--- src/hdl/msap_pkg.sv ---
// shared types, control word layout and microcode program of the mid/side residual block
package msap_pkg;

  // wait condition a step holds on before it acts
  typedef enum logic [1:0] {
    WAIT_NONE,
    WAIT_IN,
    WAIT_OUT
  } wait_t;

  // datapath operation of a step
  typedef enum logic [2:0] {
    OP_NOP,
    OP_LOAD,
    OP_WALK,
    OP_DIV_LOAD,
    OP_DIV_STEP,
    OP_FINISH
  } op_t;

  // jump condition, tested when the step acts
  typedef enum logic [2:0] {
    JMP_NEVER,
    JMP_ALWAYS,
    JMP_IDX_MORE,
    JMP_USED_ZERO,
    JMP_DIV_MORE
  } jmp_t;

  typedef logic [2:0] upc_t;

  // program addresses
  localparam upc_t UPC_LOAD     = 3'd0;
  localparam upc_t UPC_WALK     = 3'd1;
  localparam upc_t UPC_DIV_LOAD = 3'd2;
  localparam upc_t UPC_DIV_STEP = 3'd3;
  localparam upc_t UPC_FINISH   = 3'd4;

  // one control word
  typedef struct packed {
    wait_t wt;
    op_t   op;
    jmp_t  jc;
    upc_t  target;
  } ucw_t;

  // status from the datapath for jump tests
  typedef struct packed {
    logic in_valid;
    logic out_free;
    logic idx_more;
    logic used_zero;
    logic div_more;
  } seq_status_t;

  // sequencer outputs
  typedef struct packed {
    op_t  op;
    logic fire;
    logic in_ready;
  } seq_ctrl_t;

  // strobes to each channel lane
  typedef struct packed {
    logic load;
    logic walk;
    logic div_load;
    logic div_step;
    logic finish;
  } lane_ctrl_t;

  // microcode program
  function automatic ucw_t ucode_rom(input upc_t pc);
    ucw_t w;
    unique case (pc)
      UPC_LOAD:     w = '{wt: WAIT_IN,   op: OP_LOAD,     jc: JMP_NEVER,     target: UPC_LOAD};
      UPC_WALK:     w = '{wt: WAIT_NONE, op: OP_WALK,     jc: JMP_IDX_MORE,  target: UPC_WALK};
      UPC_DIV_LOAD: w = '{wt: WAIT_NONE, op: OP_DIV_LOAD, jc: JMP_USED_ZERO, target: UPC_FINISH};
      UPC_DIV_STEP: w = '{wt: WAIT_NONE, op: OP_DIV_STEP, jc: JMP_DIV_MORE,  target: UPC_DIV_STEP};
      UPC_FINISH:   w = '{wt: WAIT_OUT,  op: OP_FINISH,   jc: JMP_ALWAYS,    target: UPC_LOAD};
      default:      w = '{wt: WAIT_NONE, op: OP_NOP,      jc: JMP_ALWAYS,    target: UPC_LOAD};
    endcase
    return w;
  endfunction

endpackage

--- src/hdl/msap_seq.sv ---
// microcode sequencer: step counter, program rom and jump logic
module msap_seq import msap_pkg::*; (
  input  logic        clk,
  input  logic        rst,
  input  seq_status_t status,
  output seq_ctrl_t   ctrl
);

  upc_t pc;
  upc_t pc_next;
  ucw_t cw;
  logic fire;
  logic take;

  assign cw = ucode_rom(pc);

  // wait condition
  always_comb begin
    case (cw.wt)
      WAIT_IN:  fire = status.in_valid;
      WAIT_OUT: fire = status.out_free;
      default:  fire = 1'b1;
    endcase
  end

  // jump condition
  always_comb begin
    case (cw.jc)
      JMP_ALWAYS:    take = 1'b1;
      JMP_IDX_MORE:  take = status.idx_more;
      JMP_USED_ZERO: take = status.used_zero;
      JMP_DIV_MORE:  take = status.div_more;
      default:       take = 1'b0;
    endcase
  end

  // next step
  always_comb begin
    if (!fire) begin
      pc_next = pc;
    end else if (take) begin
      pc_next = cw.target;
    end else begin
      pc_next = pc + 3'd1;
    end
  end

  always_ff @(posedge clk) begin
    if (rst) begin
      pc <= UPC_LOAD;
    end else begin
      pc <= pc_next;
    end
  end

  // control out
  assign ctrl.op       = fire ? cw.op : OP_NOP;
  assign ctrl.fire     = fire;
  assign ctrl.in_ready = (cw.wt == WAIT_IN);

endmodule

--- src/hdl/msap_lane.sv ---
// one channel lane: history line, running-sum walk, serial divider, residual
module msap_lane import msap_pkg::*; #(
  parameter int SAMPLE_BITS = 16,
  parameter int MAX_ORDER   = 16
) (
  input  logic                              clk,
  input  lane_ctrl_t                        ctrl,
  input  logic signed [SAMPLE_BITS:0]       v2_in,
  input  logic [$clog2(MAX_ORDER)-1:0]      idx,
  input  logic [$clog2(MAX_ORDER)-1:0]      used,
  output logic signed [SAMPLE_BITS:0]       residual
);

  localparam int V2W  = SAMPLE_BITS + 1;
  localparam int IW   = $clog2(MAX_ORDER);
  localparam int HD   = MAX_ORDER - 1;
  localparam int HAW  = (HD > 1) ? $clog2(HD) : 1;
  localparam int ACCW = SAMPLE_BITS + IW + 1;
  localparam int MAGW = ACCW - 1;
  localparam int DVW  = IW;
  localparam int DW   = ACCW + 2;

  logic signed [V2W-1:0]  hist [HD];
  logic signed [V2W-1:0]  v2;
  logic signed [ACCW-1:0] acc;
  logic                   neg;
  logic [DVW-1:0]         rem;
  logic [MAGW-1:0]        quo;

  logic [IW-1:0]          idx_m1;
  logic signed [V2W-1:0]  h_rd;
  logic signed [ACCW:0]   h_ext;
  logic signed [ACCW:0]   sum;
  logic signed [ACCW:0]   sum_adj;
  logic signed [ACCW-1:0] acc_abs;
  logic [DVW:0]           trial;
  logic [DVW:0]           dvs;
  logic [DVW:0]           trial_sub;
  logic signed [ACCW-1:0] q_ext;
  logic signed [ACCW-1:0] pred;
  logic signed [DW-1:0]   diff;
  logic signed [DW-1:0]   diff_adj;

  // history read, newest at entry zero
  assign idx_m1 = idx - 1'b1;
  assign h_rd   = hist[idx_m1[HAW-1:0]];

  // running sum step: halve 2*acc + h toward zero
  assign h_ext   = (ACCW+1)'(h_rd);
  assign sum     = $signed({acc, 1'b0}) + h_ext;
  assign sum_adj = sum + $signed({{ACCW{1'b0}}, sum[ACCW]});

  // divider operands
  assign acc_abs   = acc[ACCW-1] ? (-acc) : acc;
  assign trial     = {rem, quo[MAGW-1]};
  assign dvs       = {1'b0, used};
  assign trial_sub = trial - dvs;

  // signed prediction and halved residual
  assign q_ext    = $signed({1'b0, quo});
  assign pred     = neg ? (-q_ext) : q_ext;
  assign diff     = DW'(v2) - $signed({pred[ACCW-1], pred, 1'b0});
  assign diff_adj = diff + $signed({{(DW-1){1'b0}}, diff[DW-1]});
  assign residual = (used == '0) ? '0 : diff_adj[V2W:1];

  // value, sum and divider registers
  always_ff @(posedge clk) begin
    if (ctrl.load) begin
      v2  <= v2_in;
      acc <= '0;
    end
    if (ctrl.walk) begin
      acc <= sum_adj[ACCW:1];
    end
    if (ctrl.div_load) begin
      neg <= acc[ACCW-1];
      rem <= '0;
      quo <= acc_abs[MAGW-1:0];
    end
    if (ctrl.div_step) begin
      if (trial >= dvs) begin
        rem <= trial_sub[DVW-1:0];
        quo <= {quo[MAGW-2:0], 1'b1};
      end else begin
        rem <= trial[DVW-1:0];
        quo <= {quo[MAGW-2:0], 1'b0};
      end
    end
  end

  // history shift on completion
  always_ff @(posedge clk) begin
    if (ctrl.finish) begin
      hist[0] <= v2;
      for (int i = 1; i < HD; i++) begin
        hist[i] <= hist[i-1];
      end
    end
  end

endmodule

--- src/hdl/mid_side_average_predict_residual.sv ---
// top level: config registers, window bookkeeping, sequencer, two lanes, output beat register
// Takes one left/right pair per input beat and returns one mid/side residual beat.
// Items are worked one at a time by a five-step microcode program. An item with an
// empty window (first sample after stream_start or reset) skips the walk and divide steps;
// otherwise the running-sum walk takes one step per history entry averaged (used, at
// most prediction_order-1, kept within 1..MAX_ORDER-1) and the serial divider takes
// one step per quotient bit, both lanes in parallel. A finished beat waits in the
// output register while the next input is taken; the next result step stalls only if
// that register is still full.
module mid_side_average_predict_residual import msap_pkg::*; #(
  parameter int SAMPLE_BITS = 16,
  parameter int MAX_ORDER   = 16
) (
  input  logic                                         clk,
  input  logic                                         rst,
  // apb config port
  input  logic                                         psel,
  input  logic                                         penable,
  input  logic                                         pwrite,
  input  logic [2:0]                                   paddr,
  input  logic [31:0]                                  pwdata,
  output logic [31:0]                                  prdata,
  output logic                                         pready,
  // input beats
  input  logic                                         s_tvalid,
  output logic                                         s_tready,
  input  logic [((2*SAMPLE_BITS+7)/8)*8-1:0]           s_tdata,  // left_sample, right_sample
  input  logic                                         s_tuser,  // stream_start
  // result beats
  output logic                                         m_tvalid,
  input  logic                                         m_tready,
  output logic [((2*SAMPLE_BITS+2+7)/8)*8-1:0]         m_tdata   // mid_residual, side_residual
);

  localparam int V2W  = SAMPLE_BITS + 1;
  localparam int IW   = $clog2(MAX_ORDER);
  localparam int ACCW = SAMPLE_BITS + IW + 1;
  localparam int MAGW = ACCW - 1;
  localparam int DCW  = $clog2(MAGW + 1);
  localparam int OUTW = ((2*SAMPLE_BITS+2+7)/8)*8;
  localparam logic [5:0] MAX_M1 = 6'(MAX_ORDER - 1);

  localparam logic       REG_STEREO_MODE      = 1'b0;
  localparam logic       REG_PREDICTION_ORDER = 1'b1;
  localparam logic [4:0] ORDER_RESET          = 5'd10;

  logic          stereo_mode;
  logic [4:0]    prediction_order;
  logic          stereo;
  logic [IW-1:0] fill;
  logic [IW-1:0] used;
  logic [IW-1:0] idx;
  logic [DCW-1:0] dcnt;

  logic                  cfg_wr;
  logic                  reg_sel;
  seq_status_t           status;
  seq_ctrl_t             sctrl;
  lane_ctrl_t            lctrl;
  logic                  out_free;

  logic signed [SAMPLE_BITS-1:0] left_sample;
  logic signed [SAMPLE_BITS-1:0] right_sample;
  logic signed [V2W-1:0]         mid_v2;
  logic signed [V2W-1:0]         side_v2;
  logic signed [V2W-1:0]         mid_residual;
  logic signed [V2W-1:0]         side_residual;

  logic [IW-1:0] fill_eff;
  logic [5:0]    ord_raw_m1;
  logic [5:0]    ord_m1;
  logic [5:0]    fill_ext;
  logic [IW-1:0] used_new;

  // config port
  assign pready  = 1'b1;
  assign reg_sel = paddr[2];
  assign cfg_wr  = psel & penable & pwrite & pready;

  always_comb begin
    case (reg_sel)
      REG_STEREO_MODE: prdata = {31'd0, stereo_mode};
      default:         prdata = {27'd0, prediction_order};
    endcase
  end

  always_ff @(posedge clk) begin
    if (rst) begin
      stereo_mode      <= 1'b1;
      prediction_order <= ORDER_RESET;
    end else if (cfg_wr) begin
      case (reg_sel)
        REG_STEREO_MODE: stereo_mode      <= pwdata[0];
        default:         prediction_order <= pwdata[4:0];
      endcase
    end
  end

  // input fields and half-unit mid/side
  assign left_sample  = s_tdata[SAMPLE_BITS-1:0];
  assign right_sample = s_tdata[2*SAMPLE_BITS-1:SAMPLE_BITS];
  assign mid_v2  = stereo_mode ? (V2W'(left_sample) + V2W'(right_sample))
                               : $signed({left_sample, 1'b0});
  assign side_v2 = stereo_mode ? (V2W'(left_sample) - V2W'(right_sample)) : '0;

  // window size: clamped order minus one, limited by fill
  assign fill_eff   = s_tuser ? '0 : fill;
  assign ord_raw_m1 = {1'b0, prediction_order} - 6'd1;
  assign ord_m1     = (prediction_order < 5'd2) ? 6'd1 :
                      (ord_raw_m1 > MAX_M1) ? MAX_M1 : ord_raw_m1;
  assign fill_ext   = 6'(fill_eff);
  assign used_new   = (fill_ext < ord_m1) ? fill_eff : ord_m1[IW-1:0];

  // sequencer
  assign out_free = !m_tvalid || m_tready;
  assign status.in_valid  = s_tvalid;
  assign status.out_free  = out_free;
  assign status.idx_more  = (idx > IW'(1));
  assign status.used_zero = (used == '0);
  assign status.div_more  = (dcnt != DCW'(1));

  msap_seq u_seq (
    .clk    (clk),
    .rst    (rst),
    .status (status),
    .ctrl   (sctrl)
  );

  // no beat is taken while reset is held
  assign s_tready = sctrl.in_ready & !rst;

  // lane strobes, walk skipped on an empty window
  assign lctrl.load     = (sctrl.op == OP_LOAD);
  assign lctrl.walk     = (sctrl.op == OP_WALK) && (idx != '0);
  assign lctrl.div_load = (sctrl.op == OP_DIV_LOAD);
  assign lctrl.div_step = (sctrl.op == OP_DIV_STEP);
  assign lctrl.finish   = (sctrl.op == OP_FINISH);

  // window, walk index and divider count
  always_ff @(posedge clk) begin
    if (rst) begin
      fill   <= '0;
      used   <= '0;
      idx    <= '0;
      dcnt   <= '0;
      stereo <= 1'b0;
    end else begin
      if (lctrl.load) begin
        used   <= used_new;
        idx    <= used_new;
        stereo <= stereo_mode;
        fill   <= (fill_eff == IW'(MAX_ORDER - 1)) ? fill_eff : fill_eff + 1'b1;
      end
      if (lctrl.walk) begin
        idx <= idx - 1'b1;
      end
      if (lctrl.div_load) begin
        dcnt <= DCW'(MAGW);
      end
      if (lctrl.div_step) begin
        dcnt <= dcnt - 1'b1;
      end
    end
  end

  msap_lane #(
    .SAMPLE_BITS (SAMPLE_BITS),
    .MAX_ORDER   (MAX_ORDER)
  ) u_mid (
    .clk      (clk),
    .ctrl     (lctrl),
    .v2_in    (mid_v2),
    .idx      (idx),
    .used     (used),
    .residual (mid_residual)
  );

  msap_lane #(
    .SAMPLE_BITS (SAMPLE_BITS),
    .MAX_ORDER   (MAX_ORDER)
  ) u_side (
    .clk      (clk),
    .ctrl     (lctrl),
    .v2_in    (side_v2),
    .idx      (idx),
    .used     (used),
    .residual (side_residual)
  );

  // output beat register
  always_ff @(posedge clk) begin
    if (rst) begin
      m_tvalid <= 1'b0;
    end else if (lctrl.finish) begin
      m_tvalid <= 1'b1;
    end else if (m_tready) begin
      m_tvalid <= 1'b0;
    end
  end

  always_ff @(posedge clk) begin
    if (lctrl.finish) begin
      m_tdata <= OUTW'({(stereo ? side_residual : {V2W{1'b0}}), mid_residual});
    end
  end

endmodule
--- config.mk ---
export PLATFORM = sky130hd
export DESIGN_NAME = mid_side_average_predict_residual
export DESIGN_NICKNAME = d
export VERILOG_FILES = /design/src/hdl/msap_pkg.sv /design/src/hdl/msap_seq.sv /design/src/hdl/msap_lane.sv /design/src/hdl/mid_side_average_predict_residual.sv
export SDC_FILE = /design/constraint.sdc
export NUM_CORES = 1
export LEC_CHECK = 0
export BUFFER_PORTS_ARGS = -buffer_cell sky130_fd_sc_hd__buf_2
export CORE_ASPECT_RATIO = 1.1
export CORE_MARGIN = 2
export CORE_UTILIZATION = 60
export DETAILED_ROUTE_END_ITERATION = 6
export GPL_TIMING_DRIVEN = 0
export HOLD_SLACK_MARGIN = 0.08
export PLACE_DENSITY = 0.78
export SLEW_MARGIN = 0
export SYNTH_ARGS = -nofsm -noshare
export SYNTH_HDL_FRONTEND = slang
export SYNTH_SLANG_ARGS = --single-unit
--- constraint.sdc ---
create_clock -name clk -period 30.1 [get_ports clk]
set_input_delay 3.01 -clock clk [delete_from_list [all_inputs] [get_ports clk]]
set_output_delay 3.01 -clock clk [all_outputs]
set_load 0.01 [all_outputs]
## Yosys cells after proc, flatten, opt, wreduce, memory -nomap -nowiden

Memories as Yosys holds them, arrays and structs flattened.
Index checks and enable logic that the tools add are counted.

- $mul: 0
- Bitwise operators: 5
- Multiplexer cells: 38
- Div/mod/pow operators: 0
- Shift-type cells: 0
- Equal/unequal tests: 17
- Magnitude comparators: 6
- Add/sub/neg operators: 21
- Reduce and logical (&&, ||, !) cells: 13

Operator list:

| cell | count |
|---|---|
| $mux 20 | 6 |
| $mux 21 | 5 |
| $pmux 11 s5 | 1 |
| $sub 17x22->23 | 2 |
| $add 22x17->22 | 2 |
| $add 22x2->22 | 2 |
| $neg 20->21 | 2 |
| $mux 4 | 10 |
| $neg 20->20 | 2 |
| $add 18x2->18 | 2 |
| $eq 3x2->1 const B | 6 |
| $add 16x16->17 | 1 |
| $mux 17 | 1 |
| $sub 16x16->17 | 1 |
| $mux 5 | 3 |
| $eq 3x3->1 const B | 4 |
| $mux 6 | 2 |
| $ge 5x4->1 | 2 |
| $eq 3x1->1 const B | 3 |
| $sub 4x4->4 | 2 |
| $gt 6x4->1 const B | 1 |
| $lt 4x6->1 | 1 |
| $mux 1 | 6 |
| $mux 3 | 2 |
| 24 further kinds | 31 |

- Bits in read-only memories: 0
- Input port bits: 75
- Bits in writable memories: 510
- Word-level logic and storage cells: 124
- Output and inout bits: 75
- Bits in latches: 0
- Flip-flop bits (word level): 188
- Memories kept: 2

Memory list:

| memory | depth | bits a word | read ports | clocked after memory_dff | write ports | RTL line | text |
|---|---|---|---|---|---|---|---|
| u_mid.hist | 15 | 17 | 15 | 0 | 15 | msap_lane.sv:23 | `logic signed [V2W-1:0] hist [HD];` |
| u_side.hist | 15 | 17 | 15 | 0 | 15 | msap_lane.sv:23 |  |

## Logic depth before layout (Yosys ltp)

Gate-level depths: netlist of run 1.

- Depth in word-level cells: 8
- Depth in mapped cells: 27
- Gate-level depth less buffers: 23

## Modules after synthesis

Synthesis of run 1 repeated with hierarchy kept, for this count alone.

- Cells, all modules: 2955
- Area total of the unflattened synthesis: 37099.3 µm²

Modules (own cells, without submodules):

| module | cells an instance | instances | sequential area each (µm²) | area each (µm²) |
|---|---|---|---|---|
| msap_lane (u_mid) | 1207 | 1 | 9549.2 | 16136.7 |
| msap_lane (u_side) | 1173 | 1 | 9549.2 | 15990.3 |
| mid_side_average_predict_residual | 523 | 1 | 1521.5 | 4565.6 |
| msap_seq | 52 | 1 | 60.1 | 406.6 |

## Worst setup path after synthesis of run 1

Ideal clock, no wire load.

- Path type: input to register
- From: input m_tready
- To: register m_tdata[0] (enable)
- Path slack: 3.304 ns
- Setup time: 1.434 ns
- Stages on the path: 6
- Buffers on the path: 0
- Data required time: 28.666 ns
- Arrival time: 25.361 ns
- Cells stage by stage: nor2b_1 nand2_1 o21ai_0 nand2_1 nand2_1 nor2_1

RTL lines:

| element | RTL line | text |
|---|---|---|
| start: declaration | mid_side_average_predict_residual.sv:31 | `input logic m_tready,` |
| end signal: assignment | mid_side_average_predict_residual.sv:203 | `m_tdata <= OUTW'({(stereo ? side_residual : {V2W{1'b0}}), mid_residual});` |
| end: declaration | mid_side_average_predict_residual.sv:32 | `output logic [((2*SAMPLE_BITS+2+7)/8)*8-1:0] m_tdata` |

## Worst setup path after layout of run 1

- From: register idx[0]
- To: register u_side.acc[19] (data pin)

- Longest elaborated chain between the ends: 5
- Elaborated cells between the ends (all ways): 7
- Classes of those cells: add/sub (3); mux (1); reduce/logical (2); memory (1)

RTL lines:

| element | RTL line | text |
|---|---|---|
| start: declaration | mid_side_average_predict_residual.sv:52 | `logic [IW-1:0] idx;` |
| start signal: assignment | mid_side_average_predict_residual.sv:150 | `idx <= used_new;` |
| start signal: assignment | mid_side_average_predict_residual.sv:155 | `idx <= idx - 1'b1;` |
| $sub 4x1->4 | msap_lane.sv:45 | `assign idx_m1 = idx - 1'b1;` |
| $mem_v2 15x17 | - |  |
| $add 22x17->22 | msap_lane.sv:50 | `assign sum = $signed({acc, 1'b0}) + h_ext;` |
| $add 22x2->22 | msap_lane.sv:51 | `assign sum_adj = sum + $signed({{ACCW{1'b0}}, sum[ACCW]});` |
| $mux 21 * | msap_lane.sv:72 | `if (ctrl.walk) begin` |
| end signal: assignment | msap_lane.sv:73 | `acc <= sum_adj[ACCW:1];` |
| end: declaration | msap_lane.sv:25 | `logic signed [ACCW-1:0] acc;` |

Every way passes the cells marked *; elsewhere a longest branch is shown, timed or not.
A chain may end at the register's enable or synchronous reset.

==> impl_metrics.csv, run 1 <==
group,metric,value,unit
placed_design,portBuffers,85,
cts,cts-root-buf,"clkbuf_16",
cts,cts_buffer_depth,3,
timing,fin_crit,9.769,ns
cts,numCtsBuffers,71,
cts,cts_hold_buf,0,
timing,fin_crit_sh,32.46,%
global_routing,grt_pass1_wl,134200,µm
route,vias_per_cell,6.338,
route,ant_nets,0,
cts,cts_resized,0,
route,vias,23527,
cts,clkSinkCount,682,
min_path,hold_class,"register to register",
timing,maxSlewHeadroom,16.63,%
logic_synthesis,seq_area_frac_synth,57.18,%
cells_and_area,area_delta_synth_final,12.01,%
logic_synthesis,async_flop_share,0,%
critical_path,worstSetupPathType,"register to register",
placed_design,dp_hpwl,61870,µm
logic_synthesis,syn_area,35330,µm²
timing,drv_slew,0,
global_routing,antenna_found_initial,3,
logic_synthesis,synth-edff-count,654,
timing,fmax,0.1024,GHz
logic_synthesis,syn_inst,2686,
floorplan,coreArea,58410,µm²
logic_synthesis,ys.warnings.count,0,
logic_synthesis,synth_cell_types,88,
critical_path,required,30.43,ns
global_routing,grt_max_degree,42,
global_routing,overflow,0,
cts,cts_tree,"built",
route,wl_per_cell,23.50,µm
critical_path,start_kind,"register",
critical_path,end_kind,"register",
logic_synthesis,synth-seq-cells,682,
cts,post_cts_buffers,0,
cells_and_area,final_common_cell,"edfxtp_1",
floorplan,dieArea,60840,µm²
run,max_cap_violations,0,
floorplan,die_x,235.4,µm
timing,fin_skew,0.02319,ns
logic_synthesis,syn_area_per_cell,13.15,µm²
timing,finalSetupViolCount,0,
global_routing,grt_use_total,28.61,%
floorplan,die_h,258.5,µm
timing,rsz0062_at_grt,"no",
floorplan,start_util,60.48,%
global_routing,grt_pass1_vias,23264,
cells_and_area,n_antenna_cell,0,
cells_and_area,layout_common_cells,"edfxtp_1, nor2_1, nand2_1",
cells_and_area,final_cell_area,39570,µm²
cts,clk_pin_slew,0.06,ns
cts,cts_max_level,3,
route,wl_met3,6479,µm
floorplan,top_level_ports,150,
floorplan,rows,93,
outcome,status,"finished clean",
placed_design,place_area,37290,µm²
route,drtPass1Iterations,6,
cts,clk-insertion-delay-late,0.61,ns
cells_and_area,fillers,4070,
route,drtIter0Drc,2358,
logic_synthesis,synth_ff_type,"edfxtp_1",
route,highest_layer,"met5",
timing,finalHoldViolCount,0,
route,drt-met1-wl,34720,µm
cells_and_area,drive_above_1_share,14.50,%
cells_and_area,nNetsFinal,3128,
critical_path,critPathMaxFanout,10,
timing,tightest_slew,1.251,ns
critical_path,worstPathArrival,10.10,ns
route,met2_length,42640,µm
placed_design,place.gp.congestion,0.9327,
route,drc,0,
route,wl,87220,µm
[worst paths after layout]
path         cells past startpoint                end               from  slack [ns]
min                              0  u_side.hist[2][1]  u_side.hist[1][1]        0.44
max                             26     u_side.acc[19]             idx[0]       20.33
min reg2reg                      0  u_side.hist[2][1]  u_side.hist[1][1]        0.44
max reg2reg                     26     u_side.acc[19]             idx[0]       20.33
[critical path: stages, from the launching register on]
cell      delay [ns]
dfxtp_1         0.56
buf_4           0.29
clkinv_1        0.39
ha_1            0.50
xor2_4          0.40
buf_4           0.31
clkbuf_1        0.62
clkbuf_1        0.75
mux4_2          0.43
mux4_2          0.55
ha_1            0.25
fa_1            0.43
nand3_1         0.11
a21oi_1         0.10
nor3_1          0.33
o211ai_1        0.34
a211oi_1        0.52
xnor2_2         0.22
and2_1          0.22
ha_1            0.16
nand3_1         0.12
nor4b_1         0.58
nand4_1         0.27
or4_1           0.48
nor4_1          0.26
xor2_1          0.21
nor2_1          0.06
[layout make-up]
cell class | instances | area [µm²] | share of cell area [%]
clock buffer | 91 | 1947 | 4.920
buffer | 136 | 645.6 | 1.632
multi-input combinational | 1801 | 14240 | 36.00
sequential | 682 | 20200 | 51.05
timing repair buffer | 106 | 878.3 | 2.220
tap | 760 | 950.9 | 2.403
inverter | 99 | 371.6 | 0.9391
clock inverter | 37 | 334.1 | 0.8442
[cells by family after synthesis]
| family | after synthesis | share of synthesized area [%] |
|---|---|---|
| AO/OA/AOI/OAI | 483 | 8.635 |
| XOR/XNOR | 219 | 5.557 |
| adder cells (fa/ha/maj) | 156 | 5.695 |
| buffers and inverters | 235 | 2.879 |
| flip-flops | 682 | 57.18 |
| multiplexers | 184 | 9.818 |
| other | 2 | 0.02126 |
| AND/OR/NAND/NOR | 725 | 10.22 |
[stage by stage]
step	instances	TNS, ns	util (%)	worst slack (ns)	hold slack, ns
global placement	3563	-1426.13	63.04	-2.749	0.4220
finish	3712	0	67.74	20.33	0.4375
global route	3712	0	67.74	19.90	0.4398
detailed placement	3584	0	63.84	20.52	0.4270
CTS	3712	0	67.74	20.40	0.4356
floorplan	2718	0	-	3.304	0.4204
[per-layer routing]
| layer | up-vias | track usage, % |
|---|---|---|
| met1 | 11675 | 37.85 |
| met3 | 198 | 4.080 |
| li1 | 10565 | - |
| met5 | - | 0 |
| met2 | 1085 | 48.27 |
| met4 | 4 | 11.46 |
[cell usage after synthesis (36+ instances only)]
| cell type | number | area share [%] |
|---|---|---|
| xor2_1 | 115 | 2.9 |
| mux4_2 | 129 | 8.2 |
| inv_1 | 97 | 1.0 |
| nand2_1 | 183 | 1.9 |
| ha_1 | 148 | 5.2 |
| mux2i_1 | 45 | 1.3 |
| nor2_1 | 195 | 2.1 |
| a21oi_1 | 130 | 1.8 |
| buf_4 | 36 | 0.77 |
| edfxtp_1 | 654 | 56 |
| xnor2_1 | 101 | 2.5 |
| nor3_1 | 55 | 0.78 |
| nor2b_1 | 44 | 0.78 |
| clkbuf_1 | 81 | 0.86 |
| o21ai_0 | 139 | 2.0 |
[flip-flops by register name, indices dropped and copies added, names as in the netlist, 3 cells and up]
name / flops
u_mid.rem: 4
u_seq.pc: 3
idx: 4
fill: 4
used: 4
u_side.hist: 240
u_side.v2: 17
u_mid.acc: 21
u_mid.quo: 20
u_side.rem: 4
m_tdata: 34
prediction_order: 5
u_mid.v2: 16
u_side.quo: 20
u_side.acc: 21
dcnt: 5
u_mid.hist: 255
Power of run 1 is left out: the tool's default activity adds up to more than one toggle a clock period on the data nets, which glitch-free logic cannot reach.
==> run 2: changes to the inputs <==
--- a/config.mk
+++ b/config.mk
@@ -5,14 +5,15 @@
 export SDC_FILE = /design/constraint.sdc
 export NUM_CORES = 1
 export LEC_CHECK = 0
+export ABC_AREA = 1
 export BUFFER_PORTS_ARGS = -buffer_cell sky130_fd_sc_hd__buf_2
 export CORE_ASPECT_RATIO = 1.1
 export CORE_MARGIN = 2
-export CORE_UTILIZATION = 60
+export CORE_UTILIZATION = 57
 export DETAILED_ROUTE_END_ITERATION = 6
 export GPL_TIMING_DRIVEN = 0
 export HOLD_SLACK_MARGIN = 0.08
-export PLACE_DENSITY = 0.78
+export PLACE_DENSITY = 0.77
 export SLEW_MARGIN = 0
 export SYNTH_ARGS = -nofsm -noshare
 export SYNTH_HDL_FRONTEND = slang
==> constraint.sdc (replaced) <==
create_clock -name clk -period 7.9 [get_ports clk]
set_input_delay 0.79 -clock clk [delete_from_list [all_inputs] [get_ports clk]]
set_output_delay 0.79 -clock clk [all_outputs]
set_load 0.01 [all_outputs]
==> impl_metrics.csv, run 2 <==
group,metric,value,unit
outcome,status,"finished clean",
logic_synthesis,synth_top_area_share,52.58,%
cts,numCtsBuffers,73,
run,max_cap_violations,0,
cells_and_area,nNetsFinal,4453,
timing,fin_crit,7.145,ns
critical_path,worst_path_dominant_cell_family,"buffers and inverters",
cts,clk_pin_slew,0.06,ns
cells_and_area,largest_register_ffs,255,
global_routing,use_met2,48.83,%
cells_and_area,final_common_cell,"nand2_1",
critical_path,end_kind,"register",
route,wl,98430,µm
critical_path,worstSetupPathType,"register to register",
floorplan,start_util,57.58,%
cts,clkSinkCount,682,
floorplan,die_x,248.1,µm
logic_synthesis,ys_top_cells_by_count,"nand2_1, edfxtp_1, inv_1",
critical_path,required,8.29,ns
route,ant_nets,0,
cts,cts-root-buf,"clkbuf_16",
critical_path,worstPathArrival,7.53,ns
timing,maxSlewHeadroom,38.52,%
critical_path,start_kind,"register",
logic_synthesis,ys.warnings.count,0,
logic_synthesis,netlist_top_cells_area,"edfxtp_1, nand2_1, a21oi_1",
global_routing,grt_pass1_vias,28287,
route,drtIter0Drc,2834,
critical_path,cp_slowest_stage_delay,0.40,ns
critical_path,critPathMaxFanout,26,
timing,fin_skew,0.02627,ns
timing,tightest_slew,0.9221,ns
placed_design,portBuffers,85,
placed_design,dp_hpwl,74990,µm
placed_design,place.gp.congestion,0.9476,
critical_path,cp_num_buf_inv,14,
cells_and_area,layout_common_cells,"nand2_1, edfxtp_1, inv_1",
cts,cts_tree,"built",
cts,cts_buffer_depth,3,
cells_and_area,post-route-util,64.85,%
floorplan,rows,98,
logic_synthesis,seq_area_frac_synth,54.08,%
logic_synthesis,synth_top_cell_by_area,"edfxtp_1",
logic_synthesis,synth_cell_types,55,
global_routing,antenna_found_initial,0,
global_routing,grt_util_met1,37.72,%
timing,drv_slew,0,
timing,finalSetupViolCount,0,
timing,fin_crit_sh,90.45,%
route,vias_per_cell,5.779,
global_routing,overflow,0,
global_routing,grt.met3_usage,4.197,%
timing,fmax,0.1400,GHz
cts,cts_hold_buf,0,
logic_synthesis,synth_most_common_cell,"nand2_1",
floorplan,coreArea,64860,µm²
route,drc,0,
logic_synthesis,syn_area_per_cell,9.338,µm²
global_routing,grt_pass1_wl,153400,µm
floorplan,die_h,272.5,µm
global_routing,grt_max_degree,40,
timing,finalHoldViolCount,0,
cells_and_area,drive_above_1_share,8.600,%
logic_synthesis,async_flop_share,0,%
cells_and_area,n_antenna_cell,0,
cells_and_area,fillers,5225,
cells_and_area,final-seq-area,20200,µm²
min_path,hold_class,"input pin to register",
cts,post_cts_buffers,0,
logic_synthesis,syn_inst,4000,
timing,rsz0062_at_grt,"no",
route,drtPass1Iterations,6,
cells_and_area,biggestRegsByFlops,"u_mid.hist (255), u_side.hist (240), m_tdata (34)",
cts,cts_max_level,3,
global_routing,grt_use_total,29.13,%
logic_synthesis,syn_area,37350,µm²
floorplan,top_level_ports,150,
cells_and_area,area_delta_synth_final,12.61,%
route,wl_per_cell,19.19,µm
logic_synthesis,synth-edff-count,654,
cells_and_area,regMostFlops,"u_mid.hist",
critical_path,crit_path_top_delay_cell,"fa_1",
cells_and_area,multi_input_area,14710,µm²
cts,clk-insertion-delay-late,0.63,ns
route,vias,29643,
global_routing,top_usage_layer,"met2",
floorplan,dieArea,67590,µm²
logic_synthesis,synth_ff_type,"edfxtp_1",
logic_synthesis,synth-seq-cells,682,
-- run 2: routing by layer --
metal / share of wire, % / vias to the layer above
li1: - / 14236
met1: 41 / 14036
met2: 48 / 1155
met3: 6.8 / 216
met4: 4.2 / 0
met5: 0 / -
-- run 2: cells by family (layout without fill, tap and decap cells) --
family / Yosys count / count (layout) / share of synthesized area, %
simple gates: 1615 / 1615 / 18.33
compound gates: 794 / 794 / 12.38
flops: 682 / 682 / 54.08
buf+inv: 634 / 881 / 6.934
fa+ha+maj: 156 / 156 / 5.387
xor+xnor: 115 / 115 / 2.817
other cells: 2 / 34 / 0.02011
mux: 2 / 2 / 0.05360
-- run 2: repair_timing --
action | CTS | global route
pin swaps | 0 | 1
resized for setup | 1 | 15
endpoints found under the setup margin | 1 | 7
-- run 2: metrics by stage --
step	TNS, ns	cells	hold slack [ns]	setup slack [ns]	instance area, µm²
after global placement	-5947.47	4967	0.4273	-11.31	38980
after CTS	0	5131	0.3861	0.04007	42040
final	0	5129	0.4083	0.7546	42060
after global routing	0	5129	0.4275	0.1439	42060
after floorplan	-3265.87	4032	0.4244	-6.163	37490
after detailed placement	0	4999	0.4318	0.0007301	39750
-- run 2: area by class of cell --
class,count,area share (%)
Buffer,171,2.047
Tap cell,850,2.528
Timing Repair Buffer,118,2.871
Clock buffer,91,4.652
Inverter,460,4.111
Clock inverter,41,0.7942
Sequential cell,682,48.02
Multi-Input combinational cell,2716,34.97
-- run 2: path summary, 6_finish.rpt --
kind,start,end,slack (ns),depth (start not counted)
worst min-delay path,pwdata[1],prediction_order[1],0.41,3
worst min register to register,u_side.hist[12][9],u_side.hist[13][9],0.43,0
worst max-delay path,idx[0],u_mid.acc[19],0.75,43
worst max register to register,idx[0],u_mid.acc[19],0.75,43
-- run 2: worst register-to-register path, delay by kind of cell, from the launching register on --
family,cells,cell delay (ns)
buffers and inverters,14,2.54
AND/OR/NAND/NOR,22,2.42
flip-flops,1,0.32
adder cells (fa/ha/maj),4,1.08
AO/OA/AOI/OAI,3,0.54
Power of run 2 is left out for the same reason.
